[src/hdl/trc_pkg.sv]
// package for the trial division prime classifier
// shared link and control types for the divisor cell chain, register map constants
`timescale 1ns / 1ps
`default_nettype none

package trc_pkg;

  // configuration port layout
  localparam int APB_ADDR_BITS = 3;
  localparam int APB_DATA_BITS = 32;

  // register index, taken from paddr[2]
  localparam logic REG_MAX_VALUE = 1'b0;

  // reset value of the candidate limit
  localparam int MAX_VALUE_RESET = 10000;

  // test token handed from cell to cell
  typedef struct packed {
    logic tok;      // token is at this position
    logic divided;  // some earlier cell divides the candidate
    logic covered;  // some earlier cell holds a prime above the root
  } trc_link_t;

  // per-request control broadcast to all cells
  typedef struct packed {
    logic commit;   // in-order request retires, advance remainders
    logic store;    // the candidate is a new prime, first free cell takes it
  } trc_cell_ctrl_t;

endpackage

`default_nettype wire

[src/hdl/trc_if.sv]
// valid/ready channel interfaces for candidates and results
// depends on nothing; widths follow the VALUE_BITS parameter
`timescale 1ns / 1ps
`default_nettype none

interface trc_cand_if #(
  parameter int VALUE_BITS = 20
);
  logic                  valid;
  logic                  ready;
  logic [VALUE_BITS-1:0] candidate;

  modport source (output valid, output candidate, input ready);
  modport sink   (input valid, input candidate, output ready);
endinterface

interface trc_res_if #(
  parameter int VALUE_BITS = 20
);
  logic                  valid;
  logic                  ready;
  logic                  is_prime;
  logic                  gap_valid;
  logic [VALUE_BITS-1:0] gap_low;
  logic [VALUE_BITS-1:0] gap_high;
  logic [VALUE_BITS:0]   open_gap_low;
  logic                  order_error;
  logic                  table_full;

  modport source (output valid, output is_prime, output gap_valid, output gap_low,
                  output gap_high, output open_gap_low, output order_error,
                  output table_full, input ready);
  modport sink   (input valid, input is_prime, input gap_valid, input gap_low,
                  input gap_high, input open_gap_low, input order_error,
                  input table_full, output ready);
endinterface

`default_nettype wire

[src/hdl/trc_cell.sv]
// one divisor cell: holds a stored prime and the expected candidate modulo it
// depends on trc_pkg for the link and control types
`timescale 1ns / 1ps
`default_nettype none

module trc_cell
  import trc_pkg::*;
#(
  parameter int VALUE_BITS = 20,
  parameter int ROOT_BITS  = (VALUE_BITS + 1) / 2
) (
  input  wire logic                  clk,
  input  wire logic                  rst,
  input  wire trc_cell_ctrl_t        ctrl,
  input  wire logic [VALUE_BITS-1:0] value,
  input  wire logic [ROOT_BITS-1:0]  root,
  input  wire logic                  prev_valid,
  output logic                       valid,
  input  wire trc_link_t             link_in,
  output trc_link_t                  link_out
);

  logic [VALUE_BITS-1:0] prime;
  logic [VALUE_BITS-1:0] rem;
  logic [VALUE_BITS-1:0] rem_inc;
  logic [VALUE_BITS-1:0] root_ext;
  logic                  load;
  logic                  hit;
  logic                  over;

  // first free cell takes a new prime
  assign load     = ctrl.commit && ctrl.store && prev_valid && !valid;
  assign rem_inc  = rem + VALUE_BITS'(1);
  assign root_ext = VALUE_BITS'(root);
  assign hit      = valid && (rem == '0) && (prime <= root_ext);
  assign over     = valid && (prime > root_ext);

  // occupancy
  always_ff @(posedge clk) begin
    if (rst) begin
      valid <= 1'b0;
    end else if (load) begin
      valid <= 1'b1;
    end
  end

  // prime and running remainder of the next expected candidate
  always_ff @(posedge clk) begin
    if (load) begin
      prime <= value;
      rem   <= VALUE_BITS'(1);
    end else if (ctrl.commit && valid) begin
      rem <= (rem_inc == prime) ? '0 : rem_inc;
    end
  end

  // token stage
  always_ff @(posedge clk) begin
    if (rst) begin
      link_out.tok <= 1'b0;
    end else begin
      link_out.tok <= link_in.tok;
    end
    link_out.divided <= link_in.divided | hit;
    link_out.covered <= link_in.covered | over;
  end

endmodule

`default_nettype wire

[src/hdl/trc_sqrt.sv]
// iterative floor square root, one root bit per cycle
// depends on trc_pkg only through the shared import style
`timescale 1ns / 1ps
`default_nettype none

module trc_sqrt
  import trc_pkg::*;
#(
  parameter int VALUE_BITS = 20,
  parameter int ROOT_BITS  = (VALUE_BITS + 1) / 2
) (
  input  wire logic                  clk,
  input  wire logic                  rst,
  input  wire logic                  start,
  input  wire logic [VALUE_BITS-1:0] value,
  output logic                       done,
  output logic [ROOT_BITS-1:0]       root
);

  localparam int CNT_BITS = $clog2(ROOT_BITS + 1);

  logic [VALUE_BITS-1:0] rest;
  logic [VALUE_BITS:0]   acc;
  logic [VALUE_BITS-1:0] bitw;
  logic [CNT_BITS-1:0]   cnt;
  logic                  running;
  logic [VALUE_BITS:0]   trial;
  logic                  fits;

  assign trial = acc + {1'b0, bitw};
  assign fits  = {1'b0, rest} >= trial;
  assign root  = acc[ROOT_BITS-1:0];

  // control
  always_ff @(posedge clk) begin
    if (rst) begin
      running <= 1'b0;
      done    <= 1'b0;
      cnt     <= '0;
    end else begin
      done <= !start && running && (cnt == CNT_BITS'(1));
      if (start) begin
        running <= 1'b1;
        cnt     <= CNT_BITS'(ROOT_BITS);
      end else if (running) begin
        cnt <= cnt - CNT_BITS'(1);
        if (cnt == CNT_BITS'(1)) begin
          running <= 1'b0;
        end
      end
    end
  end

  // datapath
  always_ff @(posedge clk) begin
    if (start) begin
      rest <= value;
      acc  <= '0;
      bitw <= VALUE_BITS'(1) << (2 * (ROOT_BITS - 1));
    end else if (running) begin
      if (fits) begin
        rest <= rest - trial[VALUE_BITS-1:0];
        acc  <= (acc >> 1) + {1'b0, bitw};
      end else begin
        acc <= acc >> 1;
      end
      bitw <= bitw >> 2;
    end
  end

endmodule

`default_nettype wire

[src/hdl/trial_division_prime_classifier_top.sv]
// in-order request: from accept to result through the bit-serial square root, the token walk
// through the divisor cell chain and the result register
// out-of-order request: goes straight to the result register, no state change
// one request at a time; the next is accepted as soon as the result is registered
// synchronous reset: empty prime store, last prime 1, expected candidate 2, limit 10000
// depends on trc_pkg, trc_if, trc_sqrt, trc_cell
`timescale 1ns / 1ps
`default_nettype none

module trial_division_prime_classifier_top
  import trc_pkg::*;
#(
  parameter int STORE_DEPTH = 32,
  parameter int VALUE_BITS  = 20
) (
  input  wire logic                     clk,
  input  wire logic                     rst,
  trc_cand_if.sink                      candidates,
  trc_res_if.source                     results,
  input  wire logic                     psel,
  input  wire logic                     penable,
  input  wire logic                     pwrite,
  input  wire logic [APB_ADDR_BITS-1:0] paddr,
  input  wire logic [APB_DATA_BITS-1:0] pwdata,
  output logic      [APB_DATA_BITS-1:0] prdata,
  output logic                          pready
);

  localparam int ROOT_BITS = (VALUE_BITS + 1) / 2;

  typedef enum logic [1:0] {S_IDLE, S_ROOT, S_WALK, S_DONE} state_t;

  state_t                state;
  logic [VALUE_BITS-1:0] max_value;
  logic [VALUE_BITS-1:0] cand;
  logic                  order_bad;
  logic [ROOT_BITS-1:0]  root_q;
  logic                  divided;
  logic                  covered;
  logic                  launch;
  logic [VALUE_BITS-1:0] last_prime;
  logic [VALUE_BITS:0]   expected_next;
  logic [VALUE_BITS-1:0] top_prime;
  logic                  res_valid;

  logic                  accept;
  logic                  in_order;
  logic                  sqrt_start;
  logic                  sqrt_done;
  logic [ROOT_BITS-1:0]  sqrt_root;
  logic                  retire;
  logic                  in_range;
  logic                  prime_w;
  logic                  full_w;
  logic [VALUE_BITS:0]   lp_inc;
  logic                  gap_w;
  logic [VALUE_BITS-1:0] new_lp;
  logic                  store_full;
  trc_cell_ctrl_t        cell_ctrl;
  trc_link_t             links [STORE_DEPTH+1];
  logic [STORE_DEPTH:0]  chain_valid;

  // configuration port
  assign pready = 1'b1;
  always_comb begin
    prdata = '0;
    if (paddr[2] == REG_MAX_VALUE) begin
      prdata = APB_DATA_BITS'(max_value);
    end
  end

  always_ff @(posedge clk) begin
    if (rst) begin
      max_value <= VALUE_BITS'(MAX_VALUE_RESET);
    end else if (psel && penable && pwrite && paddr[2] == REG_MAX_VALUE) begin
      max_value <= pwdata[VALUE_BITS-1:0];
    end
  end

  // request intake
  assign candidates.ready = (state == S_IDLE);
  assign accept           = candidates.valid && candidates.ready;
  assign in_order         = {1'b0, candidates.candidate} == expected_next;
  assign sqrt_start       = accept && in_order;

  trc_sqrt #(
    .VALUE_BITS (VALUE_BITS),
    .ROOT_BITS  (ROOT_BITS)
  ) u_sqrt (
    .clk   (clk),
    .rst   (rst),
    .start (sqrt_start),
    .value (candidates.candidate),
    .done  (sqrt_done),
    .root  (sqrt_root)
  );

  // classification of the finished request
  assign retire     = (state == S_DONE) && (!res_valid || results.ready);
  assign store_full = chain_valid[STORE_DEPTH];
  assign in_range   = cand <= max_value;
  assign prime_w    = !order_bad && in_range && !divided;
  assign full_w     = prime_w && !covered && (top_prime < VALUE_BITS'(root_q));
  assign lp_inc     = {1'b0, last_prime} + (VALUE_BITS + 1)'(1);
  assign gap_w      = prime_w && ({1'b0, cand} > lp_inc);
  assign new_lp     = prime_w ? cand : last_prime;

  assign cell_ctrl.commit = retire && !order_bad;
  assign cell_ctrl.store  = prime_w;

  // divisor cell chain
  assign links[0]       = '{tok: launch, divided: 1'b0, covered: 1'b0};
  assign chain_valid[0] = 1'b1;

  for (genvar i = 0; i < STORE_DEPTH; i++) begin : g_chain
    trc_cell #(
      .VALUE_BITS (VALUE_BITS),
      .ROOT_BITS  (ROOT_BITS)
    ) u_cell (
      .clk        (clk),
      .rst        (rst),
      .ctrl       (cell_ctrl),
      .value      (cand),
      .root       (root_q),
      .prev_valid (chain_valid[i]),
      .valid      (chain_valid[i+1]),
      .link_in    (links[i]),
      .link_out   (links[i+1])
    );
  end

  // sequencer, architectural state and result register
  always_ff @(posedge clk) begin
    if (rst) begin
      state         <= S_IDLE;
      launch        <= 1'b0;
      res_valid     <= 1'b0;
      last_prime    <= VALUE_BITS'(1);
      expected_next <= (VALUE_BITS + 1)'(2);
      top_prime     <= VALUE_BITS'(1);
    end else begin
      launch <= (state == S_ROOT) && sqrt_done;
      if (retire) begin
        res_valid <= 1'b1;
      end else if (results.valid && results.ready) begin
        res_valid <= 1'b0;
      end
      case (state)
        S_IDLE: begin
          if (accept) begin
            cand      <= candidates.candidate;
            order_bad <= !in_order;
            state     <= in_order ? S_ROOT : S_DONE;
          end
        end
        S_ROOT: begin
          if (sqrt_done) begin
            root_q <= sqrt_root;
            state  <= S_WALK;
          end
        end
        S_WALK: begin
          if (links[STORE_DEPTH].tok) begin
            divided <= links[STORE_DEPTH].divided;
            covered <= links[STORE_DEPTH].covered;
            state   <= S_DONE;
          end
        end
        S_DONE: begin
          if (retire) begin
            results.is_prime         <= prime_w;
            results.gap_valid        <= gap_w;
            results.gap_low          <= gap_w ? lp_inc[VALUE_BITS-1:0] : '0;
            results.gap_high         <= gap_w ? cand - VALUE_BITS'(1) : '0;
            results.open_gap_low     <= {1'b0, new_lp} + (VALUE_BITS + 1)'(1);
            results.order_error      <= order_bad;
            results.table_full       <= full_w;
            if (!order_bad) begin
              expected_next <= {1'b0, cand} + (VALUE_BITS + 1)'(1);
              last_prime    <= new_lp;
              if (prime_w && !store_full) begin
                top_prime <= cand;
              end
            end
            state <= S_IDLE;
          end
        end
        default: begin
          state <= S_IDLE;
        end
      endcase
    end
  end

  assign results.valid = res_valid;

endmodule

`default_nettype wire
[src/flat_wrapper.sv]
// flat-port wrapper written by rule: the top's interface ports become plain ports
module trial_division_prime_classifier_top_flat import trc_pkg::*;
#(
  parameter int STORE_DEPTH = 32,
  parameter int VALUE_BITS  = 20
)
  (clk, rst, psel, penable, pwrite, paddr, pwdata, prdata, pready, candidates_valid, candidates_candidate, candidates_ready, results_valid, results_is_prime, results_gap_valid, results_gap_low, results_gap_high, results_open_gap_low, results_order_error, results_table_full, results_ready);
  trc_cand_if #(.VALUE_BITS(VALUE_BITS)) candidates_i ();
  trc_res_if #(.VALUE_BITS(VALUE_BITS)) results_i ();
  input  wire logic clk;
  input  wire logic rst;
  input  wire logic psel;
  input  wire logic penable;
  input  wire logic pwrite;
  input  wire logic [APB_ADDR_BITS-1:0] paddr;
  input  wire logic [APB_DATA_BITS-1:0] pwdata;
  output logic      [APB_DATA_BITS-1:0] prdata;
  output logic pready;
  input wire logic [$bits(candidates_i.valid)-1:0] candidates_valid;
  input wire logic [$bits(candidates_i.candidate)-1:0] candidates_candidate;
  output wire logic [$bits(candidates_i.ready)-1:0] candidates_ready;
  output wire logic [$bits(results_i.valid)-1:0] results_valid;
  output wire logic [$bits(results_i.is_prime)-1:0] results_is_prime;
  output wire logic [$bits(results_i.gap_valid)-1:0] results_gap_valid;
  output wire logic [$bits(results_i.gap_low)-1:0] results_gap_low;
  output wire logic [$bits(results_i.gap_high)-1:0] results_gap_high;
  output wire logic [$bits(results_i.open_gap_low)-1:0] results_open_gap_low;
  output wire logic [$bits(results_i.order_error)-1:0] results_order_error;
  output wire logic [$bits(results_i.table_full)-1:0] results_table_full;
  input wire logic [$bits(results_i.ready)-1:0] results_ready;
  assign candidates_i.valid = candidates_valid;
  assign candidates_i.candidate = candidates_candidate;
  assign candidates_ready = candidates_i.ready;
  assign results_valid = results_i.valid;
  assign results_is_prime = results_i.is_prime;
  assign results_gap_valid = results_i.gap_valid;
  assign results_gap_low = results_i.gap_low;
  assign results_gap_high = results_i.gap_high;
  assign results_open_gap_low = results_i.open_gap_low;
  assign results_order_error = results_i.order_error;
  assign results_table_full = results_i.table_full;
  assign results_i.ready = results_ready;
  trial_division_prime_classifier_top #(.STORE_DEPTH(STORE_DEPTH), .VALUE_BITS(VALUE_BITS)) u_core (.clk(clk), .rst(rst), .candidates(candidates_i), .results(results_i), .psel(psel), .penable(penable), .pwrite(pwrite), .paddr(paddr), .pwdata(pwdata), .prdata(prdata), .pready(pready));
endmodule
[config.mk]
export PLATFORM = sky130hd
export DESIGN_NAME = trial_division_prime_classifier_top_flat
export DESIGN_NICKNAME = d
export VERILOG_FILES = /design/src/hdl/trc_pkg.sv /design/src/hdl/trc_if.sv /design/src/hdl/trc_cell.sv /design/src/hdl/trc_sqrt.sv /design/src/hdl/trial_division_prime_classifier_top.sv /design/src/flat_wrapper.sv
export SDC_FILE = /design/constraint.sdc
export NUM_CORES = 2
export LEC_CHECK = 0
export BUFFER_PORTS_ARGS = -buffer_cell sky130_fd_sc_hd__buf_2
export CAP_MARGIN = 10
export CORE_UTILIZATION = 41
export CTS_CLUSTER_DIAMETER = 40
export DETAILED_ROUTE_END_ITERATION = 8
export GPL_ROUTABILITY_DRIVEN = 0
export PLACE_DENSITY = 0.69
export SLEW_MARGIN = 20
export SYNTH_ARGS = -nofsm -noshare
export SYNTH_HDL_FRONTEND = slang
export SYNTH_SLANG_ARGS = --single-unit
[constraint.sdc]
create_clock -name clk -period 5.35 [get_ports clk]
set_clock_uncertainty 0.05 [all_clocks]
set_input_delay 0.535 -clock clk [delete_from_list [all_inputs] [get_ports clk]]
set_output_delay 0.535 -clock clk [all_outputs]
set_load 0.02 [all_outputs]
**Yosys cells after proc, flatten, opt, wreduce, memory -nomap -nowiden**

Index checks and enable logic that the tools add are counted.

- Bits in registers: 1648
- Latch bits: 0
- RAM bits: 0
- Bits in read-only memories: 0
- Bits of input ports: 62
- Output and inout port bits: 100
- Memories: 0

- Add/sub/neg operators: 40
- Multipliers: 0
- Divide/modulo/power cells: 0
- Order comparisons: 68
- Equal/unequal tests: 41
- Shift operators: 0
- Mux-type cells: 51
- Bitwise logic cells: 65
- Reduce and logical (&&, ||, !) cells: 293

Operators by type and width:

| operator | number |
|---|---|
| $mux W20 | 37 |
| $add A20 B1 Y20 const B | 32 |
| $eq A20 B20 Y1 | 32 |
| $gt A20 B10 Y1 | 32 |
| $le A20 B10 Y1 | 32 |
| $logic_not A20 Y1 | 32 |
| $logic_and A1 B1 Y1 | 209 |
| $add A20 B1 Y21 const B | 3 |
| $or A1 B1 Y1 | 62 |
| $logic_not A1 Y1 | 38 |
| $add A20 B19 Y21 | 1 |
| $add A21 B19 Y21 | 1 |
| $eq A20 B21 Y1 | 1 |
| $ge A20 B21 Y1 | 1 |
| $gt A20 B21 Y1 | 1 |
| $mux W21 | 1 |
| $le A20 B20 Y1 | 1 |
| $lt A20 B10 Y1 | 1 |
| $sub A20 B1 Y20 const B | 1 |
| $sub A20 B20 Y20 | 1 |
| $reduce_and A3 Y1 | 5 |
| $mux W2 | 5 |
| $mux W4 | 2 |
| $pmux W2 S4 | 1 |
| 14 further kinds | 26 |

**Depth between registers and ports, before layout**

- Depth after elaboration: 7
- Gate-level depth with buffers: 20
- Depth with buffers taken out: 18

**By module**

A second synthesis with hierarchy kept.

- Cells, all modules: 10325
- Area total of the unflattened synthesis: 102743.5 µm²

By module, submodules not included:

| module | times used | cells each | area each (µm²) | sequential area each (µm²) |
|---|---|---|---|---|
| trc_cell | 32 | 274 | 2748.9 | 1081.0 |
| trial_division_prime_classifier_top | 1 | 981 | 9897.0 | 4644.5 |
| trc_sqrt | 1 | 576 | 4882.2 | 1341.3 |

**Worst setup path before layout**

Ideal clock, no wire load.

- Path kind: reg-to-reg
- Start: register u_core.u_sqrt.acc[2]
- End: register u_core.u_sqrt.rest[0], enable pin
- Library setup time: 0.405 ns
- Data arrival time: 4.754 ns
- Path slack: 0.141 ns
- Cell stages (with the launch flop): 18
- Path buffers: 2
- Clock period less this slack: 5.209 ns
- Path through: dfxtp_1 ha_1 a31oi_1 o21bai_1 a31oi_1 o31ai_1 a31o_2 xnor2_1 ha_1 inv_1 nor3_1 nand2_1 o21ai_0 a21oi_1 a211o_1 clkbuf_1 clkbuf_1 o22ai_1

- Word-level cells in the longest chain between the ends: 4

Ends and longest elaborated chain:

| what | line | text |
|---|---|---|
| start, declared | trc_sqrt.sv:23 | `logic [VALUE_BITS:0] acc;` |
| start signal, assigned | trc_sqrt.sv:63 | `acc <= (acc >> 1) + {1'b0, bitw};` |
| start signal, assigned | trc_sqrt.sv:65 | `acc <= acc >> 1;` |
| $add A21 B19 Y21 | trc_sqrt.sv:30 | `assign trial = acc + {1'b0, bitw};` |
| $ge A20 B21 Y1 | trc_sqrt.sv:31 | `assign fits = {1'b0, rest} >= trial;` |
| $reduce_bool A2 Y1 (no line) | n/a |  |
| $reduce_and A2 Y1 (no line) | n/a |  |
| end signal, assigned | trc_sqrt.sv:57 | `rest <= value;` |
| end signal, assigned | trc_sqrt.sv:62 | `rest <= rest - trial[VALUE_BITS-1:0];` |
| end, declared | trc_sqrt.sv:22 | `logic [VALUE_BITS-1:0] rest;` |

No other way between the ends.
A chain may end at the register's enable or synchronous reset.

**Final worst setup path**

Same ends and word-level chain as after synthesis.

==> summary.md <==
| Metric | Value |
|---|---|
| Peak supply drop | 0.369 mV |
| Synth Flop Type | dfxtp_1 |
| CP most frequent cell | a31oi_1 |
| Core area | 233,000 sq um |
| Global-route wire length before repair | 440,000 microns |
| Mapped Cells | 10,302 |
| Vias in the first global route | 77,342 |
| Placed insts | 13,037 |
| Power density cells | 279 nW/um^2 |
| # Post-CTS Setup Buffers | 0 |
| Post-synthesis sequential area ratio | 42.3% |
| HP Class | input pin to flip-flop |
| Clock Latency Late Sink | 0.90 ns |
| Vias per cell | 6.04 |
| GRT Total Usage | 23.5% |
| Crit-path max FO | 20 |
| Slowest stage cell, crit path | dfxtp_1 |
| Post-DR wirelength/cell | 21.3 microns |
| Dpl hpwl | 188,000 microns |
| RSZ-0062 raised after global routing | false |
| Leakage | 38.8 nW |
| Horiz. Die Dim | 485 microns |
| Util after Layout | 46.2% |
| Dpl ws | 0.550 ns |
| Post-route ant nets | 0 |
| CTS Hold Buffers Added | 41 |
| Data arrival time of the worst path | 5.40 ns |
| Layout cell share with drive strength beyond 1 | 7.55% |
| Commonest non-fill, non-tap cells in the layout | nor2_1 (998), dfxtp_1 (889), nand2_1 (763), edfxtp_1 (758), xnor2_1 (752) |
| Fin crit period | 4.91 ns |
| Final hold violations | 0 |
| Max-Slew Margin vs Limit | 19.7% |
| Leading cell type in the layout, fill and taps excluded | nor2_1 |
| Initial antenna violation count | 19 |
| CP delay by family, top | compound AO/OA/AOI/OAI gates |
| Number of cell rows | 177 |
| Die Height | 485 microns |
| Top cell type's share of synthesized area | 23.8% |
| H-tree depth | 4 |
| Worst setup SP type | flip-flop |
| Post-route setup TNS | 0 ns |
| Register area | 40,600 sq um |
| CTS root buf | clkbuf_16 |
| Setup violators final | 0 |
| EDFF count, synth | 758 |
| Cell Chain, Critical Path | ha_1, a31oi_1, o21bai_1, a31oi_1, o31ai_1, a31o_2, a31oi_1, o21bai_1, xnor2_1, ha_1, a21o_1, a31oi_1, o21ai_0, a21oi_1, a211o_1, buf_4, o22ai_2, buf_4 |
| CTS sink cnt | 1,648 |
| Worst Path Buf+Inv | 2 |
| Routed via count | 81,663 |
| First-pass detailed-route iteration total | 7 |
| Total CTS buffers | 225 |
| Final WS setup | 0.440 ns |
| Async set-reset flop share out of synthesis | 0% |
| DR iter-0 viols | 9,574 |
| Final nets | 10,812 |
| Starting density of the core | 41.2% |
| Final wirelength | 287,000 microns |
| Max Freq | 204 MHz |
| Area occupied by multi-input gates | 51,800 sq um |
| CP required | 5.84 ns |
| Fin. max-slew vios | 0 |
| CTS tree | yes |
| Clk slew on worst S/H paths | 0.06 ns |
| CTS resizes | 0 |
| DR DRC count | 0 |
| I/O Pins | 162 |
| Yosys Warn Count | 0 |
| Area Growth Syn to Fin | 12.1% |
| Fill count | 21,430 |
| Worst Setup End Kind | flip-flop |
| Max-cap viol count | 0 |
| Total power | 30.0 mW |
| CP peak stage delay | 0.42 ns |
| Worst-Margin Slew | 1.20 ns |
| Synth top area cells | edfxtp_1 (24%), dfxtp_1 (19%), xnor2_1 (6.9%) |
| Status | finished clean |
| Synthesized flop and latch total | 1,648 |
| Syn Area/Cell | 9.30 sq um |
| IO Port Bufs | 134 |
| Largest net degree at the start of global routing | 94 |
| Netlist cell types | 106 |
| Grt ovf | 0 |
| Cell area after synthesis | 95,800 sq um |
| Tcrit/Tclk final | 91.8% |
| Cell taking the most area after synthesis | edfxtp_1 |
| DIE AREA | 236,000 sq um |
| Fin cells | 13,515 |
| CP Class | flip-flop to flip-flop |
| Longest Clk Path Bufs | 3 |
==> layer usage <==
metal | track usage, % | up-vias | routed length, microns | part of all wire (%)
li1 | - | 37586 | - | -
met1 | 30.8 | 39100 | 117000 | 41
met2 | 37.1 | 4169 | 129000 | 45
met3 | 4.54 | 808 | 28500 | 9.9
met4 | 10.9 | 0 | 13100 | 4.6
met5 | 0 | - | 0 | 0
==> where the power goes <==
group	switching [mW]	internal, mW	total, mW
clock	6.49	9.10	15.6
combinational	0.830	0.218	1.05
sequential	0.0592	13.3	13.4
==> per-stage QoR <==
step	hold slack (ns)	instance area, sq um
after global placement	0.360	98900
final	0.190	107000
after global routing	0.188	107000
after CTS	0.141	107000
after floorplan	0.336	95900
after detailed placement	0.368	98900
==> state kept, by name (all words and copies together) (netlist names), 21 cells and up <==
name	count
u_core.g_chain.u_cell.valid	32
u_core.g_chain.u_cell.link_out	96
u_core.u_sqrt.acc	21
u_core.results.open_gap_low	21
u_core.g_chain.u_cell.prime	640
u_core.g_chain.u_cell.rem	640
u_core.expected_next	21
==> Yosys cell counts (all sizes together), types with 17 or more instances <==
master / n
a2111oi: 27
a211o: 24
a211oi: 101
a21boi: 21
a21o: 103
a21oi: 347
a22o: 48
a31oi: 76
a41o: 38
and2: 53
and3: 161
and4: 94
buf: 181
clkbuf: 377
dfxtp: 890
edfxtp: 758
ha: 485
inv: 342
mux2: 17
mux2i: 146
nand2: 765
nand2b: 105
nand3: 475
nand4: 302
nor2: 1008
nor2b: 131
nor3: 324
nor3b: 44
nor4: 371
nor4b: 44
o2111ai: 47
o211ai: 73
o21a: 30
o21ai: 456
o21bai: 41
o22ai: 36
o31ai: 77
o41ai: 22
or2: 17
or3: 85
or4: 59
xnor2: 752
xor2: 527
==> kinds of logic (layout without fill, tap and decap cells) <==
group	Yosys count	in the layout	share of synthesized area, %
and+or+nand+nor	4089	4089	21.9
AOI/OAI and AO/OA	1727	1727	11.9
DFF	1648	1648	42.3
xor gates and xnor gates	1287	1287	11.9
buffers and inverters	900	1056	3.84
adders and majority gates	486	486	6.35
muxes	163	163	1.72
other	2	16	0.00784
==> area by class of cell <==
cell class / count / share of cell area [%]
Clock buffer: 250 / 5.59
Sequential cell: 1648 / 37.8
Clock inverter: 182 / 1.82
Timing Repair Buffer: 282 / 1.83
Multi-Input combinational cell: 7765 / 48.2
Inverter: 342 / 1.21
Antenna cell: 3 / 0.00699
Tap cell: 3043 / 3.55
==> final timing paths <==
kind                                                             from               endpoint  slack (ns)  cells after the start
worst min register to register  u_core.g_chain[31].u_cell.link_out[1]         u_core.divided        0.37                      0
worst min-delay path                                              rst   u_core.u_sqrt.cnt[1]        0.19                      2
worst max-delay path                             u_core.u_sqrt.acc[2]  u_core.u_sqrt.rest[0]        0.44                     18
worst max register to register                   u_core.u_sqrt.acc[2]  u_core.u_sqrt.rest[0]        0.44                     18
No activity file was read; power rests on OpenSTA's default activity.
